### src/sv/dwecs_pkg.sv
// Shared types, constants and command/status structs for the depth-weighted EMA crossover block.
`default_nettype none
package dwecs_pkg;
  localparam int unsigned BOOK_DEPTH = 3;
  localparam int unsigned LVL_W = 5;
  localparam int unsigned PRICE_W = 24;
  localparam int unsigned PSUM_W = 52;
  localparam int unsigned QSUM_W = 28;
  localparam int unsigned AVG_W = 40;
  localparam int unsigned WEIGHT_W = 17;
  localparam int unsigned WARM_W = 16;
  localparam int unsigned DIV_STEPS = 69;
  localparam int unsigned DCNT_W = 7;
  localparam logic [WEIGHT_W-1:0] WEIGHT_ONE = 17'h10000;
  localparam logic [WEIGHT_W-1:0] WEIGHT_RST = 17'd21627;
  localparam logic [WARM_W-1:0] WARM_RST = 16'd120;

  localparam logic CFG_EMA_WEIGHT = 1'b0;
  localparam logic CFG_WARMUP = 1'b1;

  localparam logic [1:0] SIG_NONE = 2'd0;
  localparam logic [1:0] SIG_BUY = 2'd1;
  localparam logic [1:0] SIG_SELL = 2'd2;

  localparam logic [1:0] DIR_NEUTRAL = 2'd0;
  localparam logic [1:0] DIR_SELLING = 2'd1;
  localparam logic [1:0] DIR_BUYING = 2'd2;

  typedef enum logic [2:0] {
    ST_IDLE, ST_DIV, ST_MUL, ST_EMA, ST_DIR, ST_OUT
  } state_t;

  typedef struct packed {
    logic accum;
    logic clear_model;
    logic div_start;
    logic div_step;
    logic mul_load;
    logic ema_load;
    logic dir_load;
    logic out_load;
  } cmd_t;

  typedef struct packed {
    logic div_done;
  } sts_t;
endpackage
`default_nettype wire

### src/sv/dwecs_ctrl.sv
// Controller state machine sequencing accumulate, divide, multiply, EMA, direction and output steps.
`default_nettype none
module dwecs_ctrl (
  input  wire logic           clk,
  input  wire logic           rst_n,
  input  wire logic           in_tvalid,
  output logic                in_tready,
  input  wire logic           in_action,
  input  wire logic           in_last,
  input  wire logic           out_busy,
  input  wire dwecs_pkg::sts_t sts,
  output dwecs_pkg::cmd_t     cmd
);
  import dwecs_pkg::*;
  state_t state_r, state_nxt;
  logic take;

  assign in_tready = (state_r == ST_IDLE);
  assign take = in_tvalid && in_tready;

  always_ff @(posedge clk) begin
    if (!rst_n) state_r <= ST_IDLE;
    else state_r <= state_nxt;
  end

  always_comb begin
    state_nxt = state_r;
    unique case (state_r)
      ST_IDLE: if (take && !in_action && in_last) state_nxt = ST_DIV;
      ST_DIV:  if (sts.div_done) state_nxt = ST_MUL;
      ST_MUL:  state_nxt = ST_EMA;
      ST_EMA:  state_nxt = ST_DIR;
      ST_DIR:  state_nxt = ST_OUT;
      ST_OUT:  if (!out_busy) state_nxt = ST_IDLE;
      default: state_nxt = ST_IDLE;
    endcase
  end

  always_comb begin
    cmd = '0;
    unique case (state_r)
      ST_IDLE: begin
        cmd.accum = take && !in_action;
        cmd.clear_model = take && in_action;
        cmd.div_start = take && !in_action && in_last;
      end
      ST_DIV: cmd.div_step = !sts.div_done;
      ST_MUL: cmd.mul_load = 1'b1;
      ST_EMA: cmd.ema_load = 1'b1;
      ST_DIR: cmd.dir_load = 1'b1;
      ST_OUT: cmd.out_load = !out_busy;
      default: cmd = '0;
    endcase
  end
endmodule
`default_nettype wire

### config.mk
export PLATFORM = sky130hd
export DESIGN_NAME = dwecs_ctrl
export DESIGN_NICKNAME = d
export VERILOG_FILES = /design/src/sv/dwecs_pkg.sv /design/src/sv/dwecs_ctrl.sv
export SDC_FILE = /design/constraint.sdc
export NUM_CORES = 1
export LEC_CHECK = 0
export ABC_AREA = 1
export BUFFER_PORTS_ARGS = -buffer_cell sky130_fd_sc_hd__buf_2
export CAP_MARGIN = 10
export CORE_AREA = 8 8 45 47
export CTS_CLUSTER_SIZE = 16
export DETAILED_ROUTE_END_ITERATION = 10
export DIE_AREA = 0 0 53 55
export GPL_TIMING_DRIVEN = 0
export MAX_ROUTING_LAYER = met4
export PLACE_DENSITY = 0.46
export REMOVE_ABC_BUFFERS = 1
export SLEW_MARGIN = 15
export SYNTH_ARGS = -nofsm -noshare
export SYNTH_HDL_FRONTEND = slang
export SYNTH_SLANG_ARGS = --single-unit
### constraint.sdc
create_clock -name clk -period 1.1 [get_ports clk]
set_input_delay 0.165 -clock clk [delete_from_list [all_inputs] [get_ports clk]]
set_output_delay 0.165 -clock clk [all_outputs]
set_load 0.02 [all_outputs]
==> flow_metrics.py <==
metrics = {
    "sta": {
        "tightest_slew_ns": 0.219,
        "layout_setup_ws_ns": -0.206,
        "setup_viol": 9,
        "hold_viol": 0,
        "min_period_ns": 1.31,
        "finalMaxSlewViolations": 0,
        "skew_ns": 0.00469,
        "finalCritPeriodShare_pct": 119,
        "fmax_ghz": 0.765,
        "max_slew_margin_pct": 85.3,
        "rsz0062_at_grt": "true",
    },
    "setup_path": {
        "r2r-start": "state_r[0]$_SDFFE_PN0P_",
        "worstSetupStartpointType": "flip-flop",
        "crit_required_ns": 0.94,
        "worst-path-max-fanout": 3,
        "setup.worst_path.start": "state_r[0]$_SDFFE_PN0P_",
        "endpoint_kind": "output pin",
        "crit_arrival_ns": 1.14,
        "path_class": "flip-flop to output pin",
    },
    "global_routing": {
        "grt_overflow_total": 0,
        "grt_usage_pct": 6.80,
        "grt_pass1_vias": 345,
        "grt_max_degree": 8,
        "grt_pass1_wl_mm": 1.35,
        "antenna_found_initial": 0,
    },
    "outcome": {
        "violations": "setup timing",
        "status": "finished with violations",
    },
    "route": {
        "dr.pass1.iters": 1,
        "drt_wl_total_microns": 844,
        "drc": 0,
        "routedWlPerCell_microns": 11.0,
        "viasPerCell": 4.16,
        "initialDrtViolationCount": 0,
        "routed-via-count": 320,
        "ant_nets": 0,
    },
    "floorplan": {
        "pin_count": 16,
        "rows": 14,
        "die_h_microns": 55,
        "fp.coreArea_sq_mm": 0.00138,
        "die_w_microns": 53,
        "die_area_sq_mm": 0.00292,
        "initial_core_util_pct": 15.9,
    },
    "hold_path": {
        "hp-class": "input pin to flip-flop",
        "hp-start": "rst_n",
    },
    "power_and_ir_drop": {
        "leakage_uw": 0.000245,
        "p_per_area_mw_per_mm2": 937,
        "vdd_drop_max_v": 0.000251,
    },
    "placed_design": {
        "port_buffers": 15,
        "place_ws_ns": -0.0992,
        "routabilityCongestion": 0.719,
        "dp_hpwl_microns": 573,
        "placed_cells": 67,
    },
    "cts": {
        "clock-sinks": 3,
        "clock_latency_ns": 0.24,
        "clk_pin_slew_worst_paths_ns": 0.04,
        "cts_tree": "yes",
        "clockRootBuffer": "clkbuf_4",
        "cts_max_path_buffers": 2,
        "cts_buffers": 3,
        "htreeDepth": 1,
    },
    "finish": {
        "final_common_cell": "buf_4",
        "fill_cells": 161,
        "largest_reg_flops": 3,
        "reg.largest.list": "state_r: 3 flops",
        "nets": 69,
        "n_antenna_cell": 0,
        "drive_gt1_share_pct": 63.9,
        "final_cell_mix": "buf_4 (11), inv_1 (7), nor2_1 (6), buf_2 (6), buf_6 (4)",
        "regMostFlops": "state_r",
        "final_cells": 77,
        "area_growth_pct": 113,
    },
    "synthesis": {
        "ys_warn_count": 0,
        "ys_types": 15,
        "synth_top_area_share_pct": 27.3,
        "seq_area_frac_synth_pct": 27.3,
        "syn_area_sq_um": 220,
        "syn_avg_cell_area_sq_um": 6.12,
        "synth_area_leaders": "dfxtp_1 (27%), inv_1 (14%), nor2_1 (12%), nand2_2 (5.7%), o31ai_2 (5.7%)",
        "syn_inst": 36,
        "yosysTopAreaCell": "dfxtp_1",
        "yosys_register_bits": 3,
    },
    "flow_run": {
        "drv_cap": 0,
    },
}
Yosys cell counts, drive strengths merged:
cell,n
dfxtp,3
o211ai,1
nor2,8
nand3,2
nor4,1
a21oi,2
inv,10
nor3,2
o31ai,1
and3,1
nand4,1
nand2,4
power by group:
| group | total [uW] | internal [uW] | leakage, uW | switching, uW |
|---|---|---|---|---|
| combinational | 128 | 60.9 | 0.000203 | 66.7 |
| clock | 198 | 136 | 0.0000150 | 62.0 |
| sequential | 114 | 110 | 0.0000263 | 3.67 |
| total | 439 | 307 | 0.000245 | 132 |
per-stage QoR:
stage / hold WS [ns] / setup TNS (ns) / total power [uW] / area (sq um) / utilization, %
2_1_floorplan: 0.297 / -0.895 / 169 / 220 / -
3_3_place_gp: 0.421 / -0.181 / 200 / 315 / 22.8
3_5_place_dp: 0.428 / -0.195 / 201 / 315 / 22.8
4_1_cts: 0.171 / -1.48 / 443 / 448 / 32.4
5_1_grt: 0.186 / -1.91 / 471 / 469 / 33.9
6_report: 0.167 / -1.34 / 439 / 469 / 33.9
routing by layer:
metal	routed length, microns	share of wire, %	track usage (%)
met1	269	32	5.60
met5	0	0	-
met3	80	9.5	3.48
met2	470	56	10.9
met4	23	2.7	6.47
logic make-up after synthesis:
kind of cell    count (synthesis)  synth area share [%]
buf+inv                        10                  17.0
compound gates                  4                  13.6
flops                           3                  27.3
simple gates                   19                  42.1
critical path, stage by stage (launching register included):
cell and delay, ns:
dfxtp_4 0.35, inv_4 0.06, nand2_4 0.05, nor2_4 0.09, nand2_2 0.08, nor3_2 0.11
buf_4 0.17
worst paths after layout:
| kind | end | slack [ns] | cells after the start |
|---|---|---|---|
| worst max register to register | state_r[1]$_SDFFE_PN0P_ | 0.04 | 8 |
| worst max-delay path | cmd[5] | -0.21 | 6 |
| worst min register to register | state_r[2]$_SDFFE_PN0P_ | 0.58 | 2 |
| worst min-delay path | state_r[2]$_SDFFE_PN0P_ | 0.17 | 3 |
cell type report:
type	count	area, sq um	area share, %
Timing Repair Buffer	21	158	33.6
Tap cell	16	20.0	4.27
Sequential cell	3	68.8	14.7
Clock buffer	4	26.3	5.60
Multi-Input combinational cell	23	156	33.3
Inverter	10	40.0	8.53
what timing repair did:
| item | in CTS | in global routing |
|---|---|---|
| cloned | 0 | 0 |
| setup endpoints to repair | 9 | 11 |
| hold buffers | 0 | 0 |
| pin swaps | 3 | 2 |
| resized for setup | 21 | 7 |
| setup buffers | 6 | 1 |
No activity file was read; power rests on OpenSTA's default activity.
